<file path="config.mk">
export PLATFORM = sky130hd
export DESIGN_NAME = bilevel_row_pack_unpack_unit
export DESIGN_NICKNAME = d
export VERILOG_FILES = /design/src/design/brpu_pkg.sv /design/src/design/brpu_fifo.sv /design/src/design/brpu_front.sv /design/src/design/brpu_back.sv /design/src/design/bilevel_row_pack_unpack_unit.sv
export SDC_FILE = /design/constraint.sdc
export NUM_CORES = 1
export LEC_CHECK = 0
export ABC_AREA = 1
export BUFFER_PORTS_ARGS = -buffer_cell sky130_fd_sc_hd__buf_2
export CORE_MARGIN = 4
export CORE_UTILIZATION = 55
export DETAILED_ROUTE_END_ITERATION = 10
export MAX_ROUTING_LAYER = met4
export PLACE_DENSITY = 0.8
export SYNTH_ARGS = -nofsm -noshare
export SYNTH_HDL_FRONTEND = slang
export SYNTH_HIERARCHICAL = 1
export SYNTH_SLANG_ARGS = --single-unit
</file>
<file path="constraint.sdc">
create_clock -name clk -period 10 [get_ports clk]
set_clock_uncertainty 0.1 [all_clocks]
set_input_delay 2 -clock clk [delete_from_list [all_inputs] [get_ports clk]]
set_output_delay 2 -clock clk [all_outputs]
set_load 0.01 [all_outputs]
</file>
<file path="src/design/brpu_pkg.sv">
// ----------------------------------------------------------------------------
// Bilevel row pack/unpack package
// Shared types, register codes and constants for the pack/unpack unit.
// ----------------------------------------------------------------------------
`default_nettype none

package brpu_pkg;

  // Defaults for the top-level size parameters
  localparam int DEF_MAX_COLUMNS = 4096;
  localparam int DEF_MAX_ROWS    = 4096;

  // Configuration port
  localparam int CFG_IDX_W  = 2;
  localparam int CFG_DATA_W = 13;

  localparam logic [CFG_IDX_W-1:0] CFG_DIRECTION = 2'd0;
  localparam logic [CFG_IDX_W-1:0] CFG_COLUMNS   = 2'd1;
  localparam logic [CFG_IDX_W-1:0] CFG_ROWS      = 2'd2;

  localparam logic DIR_PACK   = 1'b0;
  localparam logic DIR_UNPACK = 1'b1;

  // Register reset values
  localparam int RST_COLUMNS = 8;
  localparam int RST_ROWS    = 1;

  // Bit select table, first pixel lands in bit 7
  localparam logic [7:0] BIT_SEL [8] = '{8'd128, 8'd64, 8'd32, 8'd16,
                                         8'd8, 8'd4, 8'd2, 8'd1};
  localparam logic [7:0] PIXEL_ON  = 8'd255;
  localparam logic [7:0] PIXEL_OFF = 8'd0;

  // Work queue between front and back; depth must be a power of two
  localparam int FIFO_DEPTH = 4;
  localparam int FIFO_PW    = $clog2(FIFO_DEPTH);
  localparam int FIFO_CW    = $clog2(FIFO_DEPTH + 1);

  // One queued job: a packed byte to pass on, or a byte to expand to pixels
  typedef struct packed {
    logic       unpack;
    logic [7:0] data;
    logic [2:0] cnt_m1;     // pixels to emit minus one (zero for pack)
    logic       row_end;
    logic       frame_end;
  } q_entry_t;

  typedef struct packed {
    logic               full;
    logic               empty;
    logic [FIFO_CW-1:0] count;
  } q_status_t;

endpackage

`default_nettype wire

</file>
<file path="src/design/brpu_fifo.sv">
// ----------------------------------------------------------------------------
// Work queue
// Small register FIFO that decouples the classifying front from the back.
// ----------------------------------------------------------------------------
`default_nettype none

module brpu_fifo (
  input  wire logic                clk,
  input  wire logic                rst,
  input  wire logic                push,
  input  wire brpu_pkg::q_entry_t  push_entry,
  input  wire logic                pop,
  output brpu_pkg::q_entry_t       head,
  output brpu_pkg::q_status_t      status
);
  import brpu_pkg::*;

  q_entry_t           entries [FIFO_DEPTH];
  logic [FIFO_PW-1:0] wr_ptr;
  logic [FIFO_PW-1:0] rd_ptr;
  logic [FIFO_CW-1:0] count;

  always_ff @(posedge clk) begin
    if (rst) begin
      wr_ptr <= '0;
      rd_ptr <= '0;
      count  <= '0;
    end else begin
      if (push) begin
        wr_ptr <= wr_ptr + 1'b1;
      end
      if (pop) begin
        rd_ptr <= rd_ptr + 1'b1;
      end
      if (push && !pop) begin
        count <= count + 1'b1;
      end else if (pop && !push) begin
        count <= count - 1'b1;
      end
    end
  end

  always_ff @(posedge clk) begin
    if (push) begin
      entries[wr_ptr] <= push_entry;
    end
  end

  assign head         = entries[rd_ptr];
  assign status.count = count;
  assign status.full  = (count == FIFO_CW'(FIFO_DEPTH));
  assign status.empty = (count == '0);

endmodule

`default_nettype wire

</file>
<file path="src/design/brpu_front.sv">
// ----------------------------------------------------------------------------
// Front end
// Accepts input words, packs pixels into bytes, tracks column and row
// position and queues one job per produced byte or per byte to unpack.
// ----------------------------------------------------------------------------
`default_nettype none

module brpu_front #(
  parameter int MAX_COLUMNS = brpu_pkg::DEF_MAX_COLUMNS,
  parameter int MAX_ROWS    = brpu_pkg::DEF_MAX_ROWS
) (
  input  wire logic                                 clk,
  input  wire logic                                 rst,
  input  wire logic                                 direction,
  input  wire logic [$clog2(MAX_COLUMNS+1)-1:0]     num_cols,
  input  wire logic [$clog2(MAX_ROWS+1)-1:0]        num_rows,
  input  wire logic                                 in_valid,
  output logic                                      in_ready,
  input  wire logic signed [31:0]                   in_word,
  input  wire brpu_pkg::q_status_t                  q_status,
  output logic                                      push,
  output brpu_pkg::q_entry_t                        push_entry
);
  import brpu_pkg::*;

  localparam int CW  = $clog2(MAX_COLUMNS);
  localparam int NCW = $clog2(MAX_COLUMNS + 1);
  localparam int XW  = NCW + 1;
  localparam int RW  = (MAX_ROWS > 1) ? $clog2(MAX_ROWS) : 1;
  localparam int NRW = $clog2(MAX_ROWS + 1);
  localparam int YW  = NRW + 1;

  logic [7:0]    bit_accum;
  logic [2:0]    bit_count;
  logic [CW-1:0] column_index;
  logic [RW-1:0] row_index;

  logic [7:0]    accum_next;
  logic [XW-1:0] col_x;
  logic [XW-1:0] nc_x;
  logic [XW-1:0] remaining;
  logic          pack_row_done;
  logic          unp_row_done;
  logic          row_done;
  logic          frame_done;
  logic [2:0]    unp_cnt_m1;
  logic          accept;
  logic          emit;

  assign in_ready = !q_status.full;
  assign accept   = in_valid && in_ready;

  assign col_x = XW'(column_index);
  assign nc_x  = XW'(num_cols);

  // pack
  assign accum_next    = bit_accum | ((in_word != 32'sd0) ? BIT_SEL[bit_count] : 8'd0);
  assign pack_row_done = (col_x + XW'(1)) >= nc_x;

  // unpack: past the row length counts as one pixel left
  assign remaining    = (col_x < nc_x) ? (nc_x - col_x) : XW'(1);
  assign unp_row_done = remaining <= XW'(8);
  assign unp_cnt_m1   = unp_row_done ? 3'(remaining - XW'(1)) : 3'd7;

  assign row_done   = (direction == DIR_UNPACK) ? unp_row_done : pack_row_done;
  assign frame_done = row_done && ((YW'(row_index) + YW'(1)) >= YW'(num_rows));

  assign emit = (direction == DIR_UNPACK) || (bit_count == 3'd7) || pack_row_done;
  assign push = accept && emit;

  always_comb begin
    push_entry.unpack    = (direction == DIR_UNPACK);
    push_entry.data      = (direction == DIR_UNPACK) ? in_word[7:0] : accum_next;
    push_entry.cnt_m1    = (direction == DIR_UNPACK) ? unp_cnt_m1 : 3'd0;
    push_entry.row_end   = row_done;
    push_entry.frame_end = frame_done;
  end

  always_ff @(posedge clk) begin
    if (rst) begin
      bit_accum    <= '0;
      bit_count    <= '0;
      column_index <= '0;
      row_index    <= '0;
    end else if (accept) begin
      if (emit) begin
        bit_accum <= '0;
        bit_count <= '0;
      end else begin
        bit_accum <= accum_next;
        bit_count <= bit_count + 3'd1;
      end
      if (row_done) begin
        column_index <= '0;
        row_index    <= frame_done ? '0 : row_index + RW'(1);
      end else if (direction == DIR_UNPACK) begin
        column_index <= CW'(col_x + XW'(8));
      end else begin
        column_index <= column_index + CW'(1);
      end
    end
  end

endmodule

`default_nettype wire

</file>
<file path="src/design/brpu_back.sv">
// ----------------------------------------------------------------------------
// Back end
// Drains queued jobs into the output register, one result per cycle while the receiver is ready;
// unpack jobs are expanded to pixels here.
// ----------------------------------------------------------------------------
`default_nettype none

module brpu_back (
  input  wire logic                clk,
  input  wire logic                rst,
  input  wire brpu_pkg::q_entry_t  head,
  input  wire brpu_pkg::q_status_t q_status,
  output logic                     pop,
  output logic                     out_valid,
  input  wire logic                out_ready,
  output logic [7:0]               out_byte,
  output logic                     last_of_item,
  output logic                     row_end,
  output logic                     frame_end
);
  import brpu_pkg::*;

  logic [2:0] pix_idx;
  logic       load;
  logic       last;
  logic [7:0] pixel;

  assign load = !q_status.empty && (!out_valid || out_ready);
  assign last = (pix_idx == head.cnt_m1);
  assign pop  = load && last;

  assign pixel = ((head.data & BIT_SEL[pix_idx]) != 8'd0) ? PIXEL_ON : PIXEL_OFF;

  always_ff @(posedge clk) begin
    if (rst) begin
      out_valid <= 1'b0;
      pix_idx   <= '0;
    end else if (load) begin
      out_valid <= 1'b1;
      pix_idx   <= last ? 3'd0 : pix_idx + 3'd1;
    end else if (out_ready) begin
      out_valid <= 1'b0;
    end
  end

  always_ff @(posedge clk) begin
    if (load) begin
      out_byte     <= head.unpack ? pixel : head.data;
      last_of_item <= last;
      row_end      <= last && head.row_end;
      frame_end    <= last && head.frame_end;
    end
  end

endmodule

`default_nettype wire

</file>
<file path="src/design/bilevel_row_pack_unpack_unit.sv">
// ----------------------------------------------------------------------------
// Bilevel row pack/unpack unit
// Converts byte-per-pixel rows to MSB-first 1-bit rows padded to whole
// bytes, and back.
// ----------------------------------------------------------------------------
// Usage:
//  - Input channel (in_valid/in_ready/in_word): pack mode takes one pixel per
//    transfer (nonzero sets the bit); unpack mode takes one packed byte in
//    in_word[7:0].
//  - Output channel (out_valid/out_ready): one result per transfer, with
//    last_of_item, row_end and frame_end flags.
//  - Config port (cfg_we/cfg_index/cfg_data): 0 direction, 1 columns,
//    2 rows. Write only while the unit is idle. Lengths of 0 act as 1 and
//    lengths above the maximum act as the maximum.
//  - Throughput: pack accepts one pixel per cycle while the queue has room.
//    Unpack delivers one pixel per cycle while the receiver is ready; a byte
//    yields 1 to 8 pixels (8 within a row, the pixels left at a row end),
//    counted out by the back end's pixel counter. With the queue empty, the
//    transfer writes the queue entry and the result then loads the output
//    register; further pixels of a byte follow one per cycle while ready.
//  - Reset: direction pack, columns 8, rows 1, counters and queue cleared.
//  - Stall: the output register holds; the 4-entry queue fills, then
//    in_ready drops until the receiver takes results again.
// ----------------------------------------------------------------------------
`default_nettype none

module bilevel_row_pack_unpack_unit #(
  parameter int MAX_COLUMNS = brpu_pkg::DEF_MAX_COLUMNS,
  parameter int MAX_ROWS    = brpu_pkg::DEF_MAX_ROWS
) (
  input  wire logic                            clk,
  input  wire logic                            rst,
  input  wire logic                            cfg_we,
  input  wire logic [brpu_pkg::CFG_IDX_W-1:0]  cfg_index,
  input  wire logic [brpu_pkg::CFG_DATA_W-1:0] cfg_data,
  input  wire logic                            in_valid,
  output logic                                 in_ready,
  input  wire logic signed [31:0]              in_word,
  output logic                                 out_valid,
  input  wire logic                            out_ready,
  output logic [7:0]                           out_byte,
  output logic                                 last_of_item,
  output logic                                 row_end,
  output logic                                 frame_end
);
  import brpu_pkg::*;

  localparam int NCW = $clog2(MAX_COLUMNS + 1);
  localparam int NRW = $clog2(MAX_ROWS + 1);

  // Config registers; lengths are stored already clamped
  logic           direction;
  logic [NCW-1:0] num_cols;
  logic [NRW-1:0] num_rows;

  q_entry_t  push_entry;
  q_entry_t  head;
  q_status_t q_status;
  logic      push;
  logic      pop;

  always_ff @(posedge clk) begin
    if (rst) begin
      direction <= DIR_PACK;
      num_cols  <= NCW'(RST_COLUMNS);
      num_rows  <= NRW'(RST_ROWS);
    end else if (cfg_we) begin
      unique case (cfg_index)
        CFG_DIRECTION: direction <= cfg_data[0];
        CFG_COLUMNS: begin
          if (cfg_data == '0) begin
            num_cols <= NCW'(1);
          end else if (32'(cfg_data) > 32'(MAX_COLUMNS)) begin
            num_cols <= NCW'(MAX_COLUMNS);
          end else begin
            num_cols <= NCW'(cfg_data);
          end
        end
        CFG_ROWS: begin
          if (cfg_data == '0) begin
            num_rows <= NRW'(1);
          end else if (32'(cfg_data) > 32'(MAX_ROWS)) begin
            num_rows <= NRW'(MAX_ROWS);
          end else begin
            num_rows <= NRW'(cfg_data);
          end
        end
        default: ;  // unused index, write dropped
      endcase
    end
  end

  brpu_front #(
    .MAX_COLUMNS(MAX_COLUMNS),
    .MAX_ROWS   (MAX_ROWS)
  ) u_front (
    .clk       (clk),
    .rst       (rst),
    .direction (direction),
    .num_cols  (num_cols),
    .num_rows  (num_rows),
    .in_valid  (in_valid),
    .in_ready  (in_ready),
    .in_word   (in_word),
    .q_status  (q_status),
    .push      (push),
    .push_entry(push_entry)
  );

  brpu_fifo u_fifo (
    .clk       (clk),
    .rst       (rst),
    .push      (push),
    .push_entry(push_entry),
    .pop       (pop),
    .head      (head),
    .status    (q_status)
  );

  brpu_back u_back (
    .clk         (clk),
    .rst         (rst),
    .head        (head),
    .q_status    (q_status),
    .pop         (pop),
    .out_valid   (out_valid),
    .out_ready   (out_ready),
    .out_byte    (out_byte),
    .last_of_item(last_of_item),
    .row_end     (row_end),
    .frame_end   (frame_end)
  );

  // Checks
  a_rst_clears_out: assert property (@(posedge clk) rst |=> !out_valid)
    else $error("output valid after reset");

  a_frame_implies_row: assert property (@(posedge clk) disable iff (rst)
    (out_valid && frame_end) |-> (row_end && last_of_item))
    else $error("frame end without row end on final result");

  a_queue_bound: assert property (@(posedge clk) disable iff (rst)
    q_status.count <= FIFO_CW'(FIFO_DEPTH))
    else $error("work queue overflow");

  a_no_pop_empty: assert property (@(posedge clk) disable iff (rst)
    pop |-> !q_status.empty)
    else $error("pop from empty work queue");

endmodule

`default_nettype wire

</file>
==> results of run 1 <==
[worst min path at each step]
| stage | startpoint | to | slack [ns] | cells after the start |
|---|---|---|---|---|
| after floorplan | u_fifo/rd_ptr[1] | flip-flop | 0.31 | 1 |
| after global placement | u_fifo/rd_ptr[1] | u_fifo/rd_ptr[1] | 0.33 | 1 |
| after detailed placement | u_front/bit_accum[3] | u_front/bit_accum[3] | 0.34 | 2 |
| final | u_fifo/rd_ptr[1] | u_fifo/rd_ptr[1] | 0.35 | 1 |
| after CTS | u_front/bit_accum[3] | u_front/bit_accum[3] | 0.35 | 2 |
| after global routing | u_fifo/rd_ptr[1] | u_fifo/rd_ptr[1] | 0.37 | 1 |
[worst max-delay path, stage by stage, from the launching register on]
cell	delay, ns
dfxtp_1	0.41
inv_1	0.08
nor3_1	0.53
inv_1	0.13
nor2_1	0.26
xor2_1	0.26
inv_1	0.09
ha_1	0.20
a21oi_1	0.15
o21ai_0	0.14
a21oi_1	0.20
nand4_1	0.19
nor2_1	0.26
nor2_1	0.17
ha_1	0.27
inv_1	0.08
fa_1	0.42
o21ai_0	0.16
nor2_1	0.05
[routing by layer]
layer  vias up  wire length [um]  global-route usage
met5         -                 0                   -
met4         0               380              0.0844
met3        36              1100              0.0487
met2       249              9410               0.398
met1      3216              8080               0.282
li1       3538                 -                   -
[cells in the final DEF (no fill, tap or decap), drive strengths merged]
master	count
a211oi	1
a21boi	1
a21oi	84
a311oi	1
a31oi	1
and2	2
buf	66
clkbuf	21
clkinv	1
clkinvlp	2
dfxtp	75
edfxtp	67
fa	2
ha	59
inv	158
nand2	218
nand3	53
nand3b	6
nand4	23
nor2	103
nor3	11
nor3b	2
nor4	9
nor4b	1
o2111ai	1
o211ai	1
o21ai	84
o21bai	1
o221ai	2
o22ai	14
xnor2	2
xor2	25
[cells by family (layout without fill, tap and decap cells)]
| logic type | after synthesis | after routing | share of synthesized area |
|---|---|---|---|
| and+or+nand+nor | 428 | 428 | 0.233 |
| AOI/OAI and AO/OA | 191 | 191 | 0.125 |
| buffers and inverters | 176 | 248 | 0.0892 |
| DFF | 142 | 142 | 0.429 |
| adders and majority gates | 61 | 61 | 0.0950 |
| xor gates and xnor gates | 27 | 27 | 0.0289 |
[power breakdown]
part           switching, mW  internal, mW
sequential            0.0509         0.713
clock                  0.255         0.332
combinational          0.390         0.199
[flip-flops by register name, summed over array words and instances (netlist names), named ones only]
register and count:
u_fifo/entries 56, u_back/pix_idx 3, num_cols 13, u_front/column_index 12, u_fifo/wr_ptr 2, u_back/row_end 1
u_back/frame_end 1, u_front/bit_accum 8, direction 1, u_front/row_index 12, u_fifo/rd_ptr 2, num_rows 13
u_back/out_byte 8, u_front/bit_count 3, u_back/last_of_item 1, u_back/out_valid 1, u_fifo/count 3
[area by class of cell]
type	count	area (sq um)	area share
inverters	150	563	0.0616
multi-input cells	707	3950	0.432
well taps	184	230	0.0252
clock buffers	21	450	0.0493
clock inverters	11	98.8	0.0108
flip-flops and latches	142	3510	0.384
repair buffers	66	335	0.0367
==> impl_metrics.yaml, run 1 <==
worst_setup_path:
  crit_start: "u_front/column_index[0]"
  end_kind: "flip-flop"
  r2r_cells: 18
  crit_type: "reg2reg"
  required_ns: 10.21
  critPathCapture: "u_fifo/count[1]"
  timing.rr.end: "u_fifo/count[1]"
  cp_max_fo: 6
  r2r-start: "u_front/column_index[0]"
  r2r_slack_ns: 5.72
  arrival_ns: 4.49
  worst_setup_path_start_kind: "flip-flop"
grt:
  grt_pass1_vias: 6597
  overflow: 0
  grt_pass1_wl_um: 30800
  grt_max_degree: 30
  antenna_found_initial: 0
  grt_usage: 0.237
sta:
  fin_crit_ns: 4.28
  whs_ns: 0.346
  final_hold_viol_count: 0
  finalWorstSetupSlack_ns: 5.72
  slew_headroom: 0.307
  worstMarginPinSlew_ns: 1.04
  clock.fmax_mhz: 233
  setup_viol: 0
  fin_setup_tns_ns: 0
  maxSlewViolCount: 0
  rsz0062_at_grt: "false"
  finalCritPeriodShare: 0.428
placed_design:
  place_area_sq_mm: 0.00859
  port_buffers: 64
  pre_cts_slack_ns: 5.95
  place_congestion: 0.938
  dpl.cell_count: 1249
  dp_hpwl_um: 13700
logic_synthesis:
  syn-num-nets: 1138
  synth.ff_latch_count: 142
  async_reset_ff_frac: 0
  synth_top_area_share: 0.246
  synth_common_cells: "nand2_1, inv_1, nor2_1"
  synth_top_area_cell: "edfxtp_1"
  ys_warn_count: 6
  synth_area_sq_mm: 0.00819
  ys.flop_type: "dfxtp_1"
  yosysMostFrequentCell: "nand2_1"
  synth.avg_cell_area_sq_um: 7.99
  postSynthCellCount: 1025
  synth.distinct_cells: 47
  synth_edf_count: 67
  ys_seq_area_frac: 0.429
  ys_top_cells_by_area: "edfxtp_1, dfxtp_1, nand2_1, ha_1, inv_1"
clock_network:
  htreeDepth: 4
  clock_path_buffers: 2
  cts-root-buf: "clkbuf_16"
  postCtsSetupBuffers: 0
  clk_pin_slew_worst_paths_ns: 0.06
  cts_tree: "built"
  numCtsBuffers: 17
  cts.sinks: 142
  clock_latency_ns: 0.42
  ctsHoldBuffers: 0
  cts_resized: 0
floorplan:
  fp.dieW_um: 130
  io_pins: 65
  die_y_um: 130
  start_util: 0.561
  dieArea_sq_mm: 0.0169
  rows: 44
  coreArea_sq_mm: 0.0146
cells_and_area:
  fin_cells: 1281
  fill_cells: 1259
  nNetsFinal: 1197
  final_util: 0.626
  antennaDiodeCount: 0
  syn_to_final_growth_pct: 11.6
  stdcell_area_sq_mm: 0.00914
  drive_gt1_frac: 0.120
power:
  ir_drop_v: 0.000149
  p_leak_nw: 4.02
  p_per_area_mw_per_mm2: 212
  power.total_mw: 1.94
detailed_routing:
  num_vias: 7039
  drc: 0
  antenna_left: 0
  firstDrtPassIters: 5
  postRouteWirelength_um: 19000
  via_per_inst: 5.49
  wl_per_cell_um: 14.8
  drt_iter0_markers: 501
hold_path:
  min_path_type: "reg2reg"
flow_run:
  cap_violations: 0
run_status:
  status: "complete, no violations"
(Power assumes the default switching activity.)
==> inputs of run 2 (changes only) <==
PLACE_DENSITY = 0.83   (was 0.8)
clock period = 3.75 ns   (was 10 ns; I/O delays follow)
==> run 2 against run 1 <==
  * Worst hold slack got worse by 0.0040 ns
  * First-iteration DRC count increased by 40%
  * Worst setup slack got worse by 5.5 ns
  * Register-to-register slack got worse by 5.5 ns
  * Die area unchanged
  * Critical path type unchanged
  * Largest power group unchanged
==> impl_metrics.yaml, run 2 (synthesized netlist as in run 1, its figures left out) <==
detailed_routing:
  antenna_left: 0
  firstDrtPassIters: 6
  wl_per_cell_um: 15.3
  postRouteWirelength_um: 19800
  num_vias: 7136
  drc: 0
  via_per_inst: 5.51
  drt_iter0_markers: 700
worst_setup_path:
  crit_family: "simple AND/OR/NAND/NOR gates"
  r2r-start: "u_front/column_index[3]"
  worst_setup_path_start_kind: "flip-flop"
  crit_type: "reg2reg"
  crit_buf_inv: 3
  r2r_slack_ns: 0.20
  crit_slowest_cell: "fa_1"
  timing.rr.end: "u_fifo/count[1]"
  critical_path.most_common_cell: "inv_1"
  crit_chain: "inv_1 > nor3_2 > inv_1 > nor4_2 > nand2_1 > xor2_1 > ha_1 > a21oi_1 > o21ai_0 > a21oi_1 > nand4_1 > nor2_2 > nor2_2 > ha_2 > inv_1 > fa_1 > o21ai_1 > nor2_1"
  r2r_cells: 18
  required_ns: 3.97
  slowest_delay_ns: 0.43
  end_kind: "flip-flop"
  cp_max_fo: 4
  arrival_ns: 3.77
hold_path:
  min_path_type: "reg2reg"
  hold_depth: 1
  min_to: "u_fifo/rd_ptr[1]"
  worstHoldStart: "u_fifo/rd_ptr[1]"
power:
  swShare: 0.354
  power.share.clock: 0.315
  p_leak_nw: 4.12
  combPwrFrac: 0.312
  power.internal_mw: 3.49
  power.total_mw: 5.40
  ir_drop_v: 0.000366
  p_per_area_mw_per_mm2: 578
  power_switching_mw: 1.91
  power_frac_seq: 0.373
sta:
  clock.fmax_mhz: 282
  finalCritPeriodShare: 0.946
  worstMarginPinSlew_ns: 0.772
  final_hold_viol_count: 0
  fin_crit_ns: 3.55
  maxSlewViolCount: 0
  setup_viol: 0
  fin_setup_tns_ns: 0
  slew_headroom: 0.484
cells_and_area:
  final_util: 0.641
  syn_to_final_growth_pct: 14.1
  top_register: "u_fifo/entries"
  largest_register_ffs: 56
  fill_cells: 1205
  reg.largest.list: "u_fifo/entries (56), num_cols (13), num_rows (13)"
  stdcell_area_sq_mm: 0.00935
  multi_input_area_sq_mm: 0.00399
  seqCellArea_sq_mm: 0.00352
  final_common_cell: "nand2_1"
  antennaDiodeCount: 0
  nNetsFinal: 1212
  drive_gt1_frac: 0.148
  mostFrequentLayoutCells: "nand2_1, inv_1, nor2_1, a21oi_1, dfxtp_1"
grt:
  grt_max_degree: 29
  grt_pass1_vias: 6800
  overflow: 0
  antenna_found_initial: 0
  grt_usage: 0.247
  grt_pass1_wl_um: 32100
clock_network:
  clock_path_buffers: 2
  cts.sinks: 142
  htreeDepth: 4
  numCtsBuffers: 17
  clock_latency_ns: 0.43
  clk_pin_slew_worst_paths_ns: 0.06
  cts_tree: "built"
  cts-root-buf: "clkbuf_16"
  ctsHoldBuffers: 0
floorplan:
  start_util: 0.561
  fp.dieW_um: 130
  die_y_um: 130
  dieArea_sq_mm: 0.0169
  rows: 44
  coreArea_sq_mm: 0.0146
  io_pins: 65
run_status:
  status: "complete, no violations"
placed_design:
  place_congestion: 0.956
  port_buffers: 64
  place_area_sq_mm: 0.00867
  dp_hpwl_um: 14400
flow_run:
  cap_violations: 0
run 2: cell types whose count changed in the layout (fill, tap and decap cells not counted), sizes merged:
| cell | before | now |
|---|---|---|
| buf | 66 | 81 |
| bufinv | 0 | 2 |
| clkbuf | 21 | 19 |
| clkinv | 1 | 2 |
| clkinvlp | 2 | 3 |
| inv | 158 | 156 |
run 2: repair_timing:
item                       in CTS  in global routing
setup buffers                   0                  4
resized for setup               0                 18
setup endpoints to repair       0                 58
run 2: worst max path at each step:
stage / start / cells past startpoint / endpoint
CTS: u_front/column_index[4] / 18 / u_fifo/count[1]
global route: u_front/column_index[6] / 20 / u_fifo/count[1]
global placement: u_front/column_index[4] / 18 / u_fifo/count[1]
finish: u_front/column_index[3] / 18 / u_fifo/count[1]
detailed placement: u_front/column_index[4] / 18 / u_fifo/count[1]
floorplan: u_front/column_index[3] / 18 / u_fifo/count[1]
run 2: per-layer routing:
metal,vias to the layer above,global-route usage,part of all wire
met2,254,0.400,0.49
met3,46,0.0430,0.055
met1,3271,0.306,0.43
met5,-,-,0
met4,0,0.103,0.028
li1,3565,-,-
run 2: area by class of cell:
cell class	count	share of cell area
clock inverter	13	0.0165
clock buffer	19	0.0474
inverter	150	0.0602
timing repair buffer	81	0.0479
multi-input combinational	707	0.427
tap	184	0.0246
sequential	142	0.376
run 2: per-stage QoR:
step / hold WS (ns) / instances / worst slack [ns]
after floorplan: 0.312 / 1025 / 0.142
after global placement: 0.324 / 1260 / 0.228
after detailed placement: 0.335 / 1260 / 0.0490
after CTS: 0.344 / 1292 / 0.0412
after global routing: 0.369 / 1296 / -0.0591
final: 0.342 / 1296 / 0.201
run 2: power by group through the flow:
stage | clock network (mW) | registers, mW | logic [mW]
4_1_cts | 1.73 | 2.01 | 1.64
5_1_grt | 1.80 | 2.04 | 1.91
2_1_floorplan | 0 | 2.06 | 1.17
3_5_place_dp | 0 | 2.04 | 1.62
6_report | 1.70 | 2.02 | 1.68
3_3_place_gp | 0 | 2.04 | 1.56
==> inputs of run 3 (changes only) <==
SYNTH_HIERARCHICAL = default   (was 1)
==> run 3 against run 2 <==
  * Cell count down 1.2%
  * Combinational power grew 3%
  * Non-clock buffer count rose by 3
  * Utilization increased by 1.5 points
  * Clock power is 8% lower
  * Sequential share of layout area rose by 0.41 points
  * Routed wire length shrank 7.7%
  * Global-route usage shrank 1.3 points
  * Total power down 1.7%
  * Largest cell class unchanged
  * Highest routed layer unchanged
==> impl_metrics.yaml, run 3 <==
run_status:
  status: "complete, no violations"
cells_and_area:
  syn_to_final_growth_pct: 15.0
  stdcell_area_sq_mm: 0.00925
  largest_register_ffs: 56
  final_common_cell: "nand2_1"
  antennaDiodeCount: 0
  nNetsFinal: 1201
  reg.largest.list: "u_fifo.entries (56), num_cols (13), num_rows (13)"
  mostFrequentLayoutCells: "nand2_1, inv_1, nor2_1, a21oi_1, o21ai_0"
  top_register: "u_fifo.entries"
  drive_gt1_frac: 0.138
sta:
  maxSlewViolCount: 0
  finalCritPeriodShare: 0.958
  setup_viol: 0
  slew_headroom: 0.409
  final_hold_viol_count: 0
  fin_crit_ns: 3.59
  worstMarginPinSlew_ns: 0.886
  clock.fmax_mhz: 278
worst_setup_path:
  r2r-start: "u_front.column_index[5]"
  crit_chain: "inv_1 > nor3_2 > inv_1 > nor2_2 > inv_2 > nor2_4 > nand3_2 > nor2_2 > xor2_1 > ha_1 > nand2_1 > nor2_1 > a221oi_2 > nand4_2 > o21ai_4 > inv_1 > ha_1 > inv_2 > fa_2 > o21ai_1 > a21oi_1"
  r2r_cells: 21
  slowest_delay_ns: 0.43
  crit_start: "u_front.column_index[5]"
  cp_max_fo: 3
  crit_slowest_cell: "fa_2"
  required_ns: 3.96
  arrival_ns: 3.81
  timing.rr.end: "u_fifo.count[1]"
  crit_type: "reg2reg"
  critPathCapture: "u_fifo.count[1]"
  critical_path.most_common_cell: "inv_1"
  r2r_slack_ns: 0.16
  end_kind: "flip-flop"
  worst_setup_path_start_kind: "flip-flop"
clock_network:
  htreeDepth: 4
  numCtsBuffers: 17
  cts-root-buf: "clkbuf_16"
  cts.sinks: 142
  clk_pin_slew_worst_paths_ns: 0.06
  clock_latency_ns: 0.43
  cts_tree: "built"
  clock_path_buffers: 2
logic_synthesis:
  ys_top_cells_by_area: "edfxtp_1, dfxtp_1, ha_1, nand2_1, inv_1"
  synth_top_area_cell: "edfxtp_1"
  synth_common_cells: "nand2_1, inv_1, nor2_1"
  synth_edf_count: 67
  synth.avg_cell_area_sq_um: 7.97
  synth.distinct_cells: 46
  synth_area_sq_mm: 0.00804
  synth.ff_latch_count: 142
  ys.flop_type: "dfxtp_1"
  postSynthCellCount: 1009
  synth_top_area_share: 0.250
  yosysMostFrequentCell: "nand2_1"
  ys_warn_count: 0
  async_reset_ff_frac: 0
  ys_seq_area_frac: 0.437
  syn-num-nets: 1122
detailed_routing:
  wl_per_cell_um: 14.3
  postRouteWirelength_um: 18300
  firstDrtPassIters: 6
  drt_iter0_markers: 584
  num_vias: 6875
  via_per_inst: 5.37
  antenna_left: 0
  drc: 0
power:
  ir_drop_v: 0.000370
  p_per_area_mw_per_mm2: 574
  power.total_mw: 5.31
  p_leak_nw: 4.10
floorplan:
  rows: 43
  coreArea_sq_mm: 0.0141
  start_util: 0.571
  die_y_um: 129
  dieArea_sq_mm: 0.0166
  fp.dieW_um: 129
  io_pins: 65
placed_design:
  place_area_sq_mm: 0.00864
  port_buffers: 64
  place_congestion: 0.946
  dp_hpwl_um: 13300
flow_run:
  cap_violations: 0
grt:
  overflow: 0
  grt_pass1_wl_um: 30200
  grt_pass1_vias: 6586
  antenna_found_initial: 0
  grt_usage: 0.233
  grt_max_degree: 30
hold_path:
  min_path_type: "reg2reg"
run 3: changes by cell type in the layout (fill, tap and decap cells not counted), sizes merged, moves of 6 or more:
| cell | delta |
|---|---|
| inv | +11 |
| a32o | +7 |
| nand4 | -12 |
| o22ai | -6 |
| nand2 | -19 |
| a21oi | +6 |
run 3: cell type report:
| cell class | count | area, sq um |
|---|---|---|
| Fill cell | 1160 | 4840 |
| Multi-Input combinational cell | 678 | 3860 |
| Sequential cell | 142 | 3520 |
| Inverter | 165 | 619 |
| Clock buffer | 21 | 472 |
| Timing Repair Buffer | 84 | 470 |
| Tap cell | 180 | 225 |
| Clock inverter | 11 | 82.6 |
run 3: repair_timing:
action                                  CTS  global route
hold buffers                              0             0
endpoints found under the setup margin    1             9
gates cloned                              0             0
pin swaps                                 0             7
resized for setup                         1            19
buffers inserted                          0             2
run 3: cell families after synthesis:
| group | Yosys count | synth area share |
|---|---|---|
| flops | 142 | 0.437 |
| buf+inv | 189 | 0.0907 |
| fa+ha+maj | 61 | 0.0967 |
| compound gates | 202 | 0.136 |
| xor+xnor | 26 | 0.0283 |
| simple gates | 389 | 0.211 |
run 3: critical path: cells and delay by family, from the launching register on:
kind / cells / cell delay, ns
AO/OA/AOI/OAI: 4 / 0.60
buffers and inverters: 5 / 0.38
flip-flops: 1 / 0.33
adder cells (fa/ha/maj): 3 / 0.87
AND/OR/NAND/NOR: 8 / 1.05
XOR/XNOR: 1 / 0.15
run 3: per-stage QoR:
| step | setup slack [ns] | hold slack [ns] | TNS, ns | cells | util |
|---|---|---|---|---|---|
| global route | -0.0418 | 0.351 | -0.0778 | 1281 | 0.656 |
| detailed placement | -0.0627 | 0.324 | -0.102 | 1247 | 0.613 |
| floorplan | 0.00238 | 0.308 | 0 | 1009 | - |
| global placement | 0.139 | 0.317 | 0 | 1247 | 0.613 |
| CTS | 0.0227 | 0.333 | 0 | 1279 | 0.653 |
| finish | 0.156 | 0.329 | 0 | 1281 | 0.656 |
run 3: per-layer routing:
metal | up-vias | track usage | wire length (um) | part of all wire
met3 | 28 | 0.0482 | 930 | 0.051
met4 | 0 | 0.0642 | 229 | 0.013
li1 | 3508 | - | - | -
met2 | 187 | 0.393 | 9070 | 0.50
met5 | - | - | 0 | 0
met1 | 3152 | 0.286 | 8040 | 0.44
run 3: worst min path at each step:
| stage | startpoint | end | slack (ns) | cells past startpoint |
|---|---|---|---|---|
| 5_1_grt | u_front.bit_accum[0] | u_front.bit_accum[0] | 0.35 | 2 |
| 3_3_place_gp | u_front.bit_accum[0] | u_front.bit_accum[0] | 0.32 | 2 |
| 4_1_cts | u_front.bit_accum[0] | u_front.bit_accum[0] | 0.33 | 2 |
| 3_5_place_dp | u_front.bit_accum[0] | u_front.bit_accum[0] | 0.32 | 2 |
| 6_report | u_front.bit_accum[0] | u_front.bit_accum[0] | 0.33 | 2 |
| 2_1_floorplan | u_front.bit_accum[0] | u_front.bit_accum[0] | 0.31 | 2 |
run 3: power breakdown:
| part | switching [mW] | leakage (nW) | internal [mW] |
|---|---|---|---|
| sequential | 0.103 | 1.24 | 1.92 |
| combinational | 1.12 | 2.60 | 0.606 |
| clock | 0.651 | 0.265 | 0.906 |
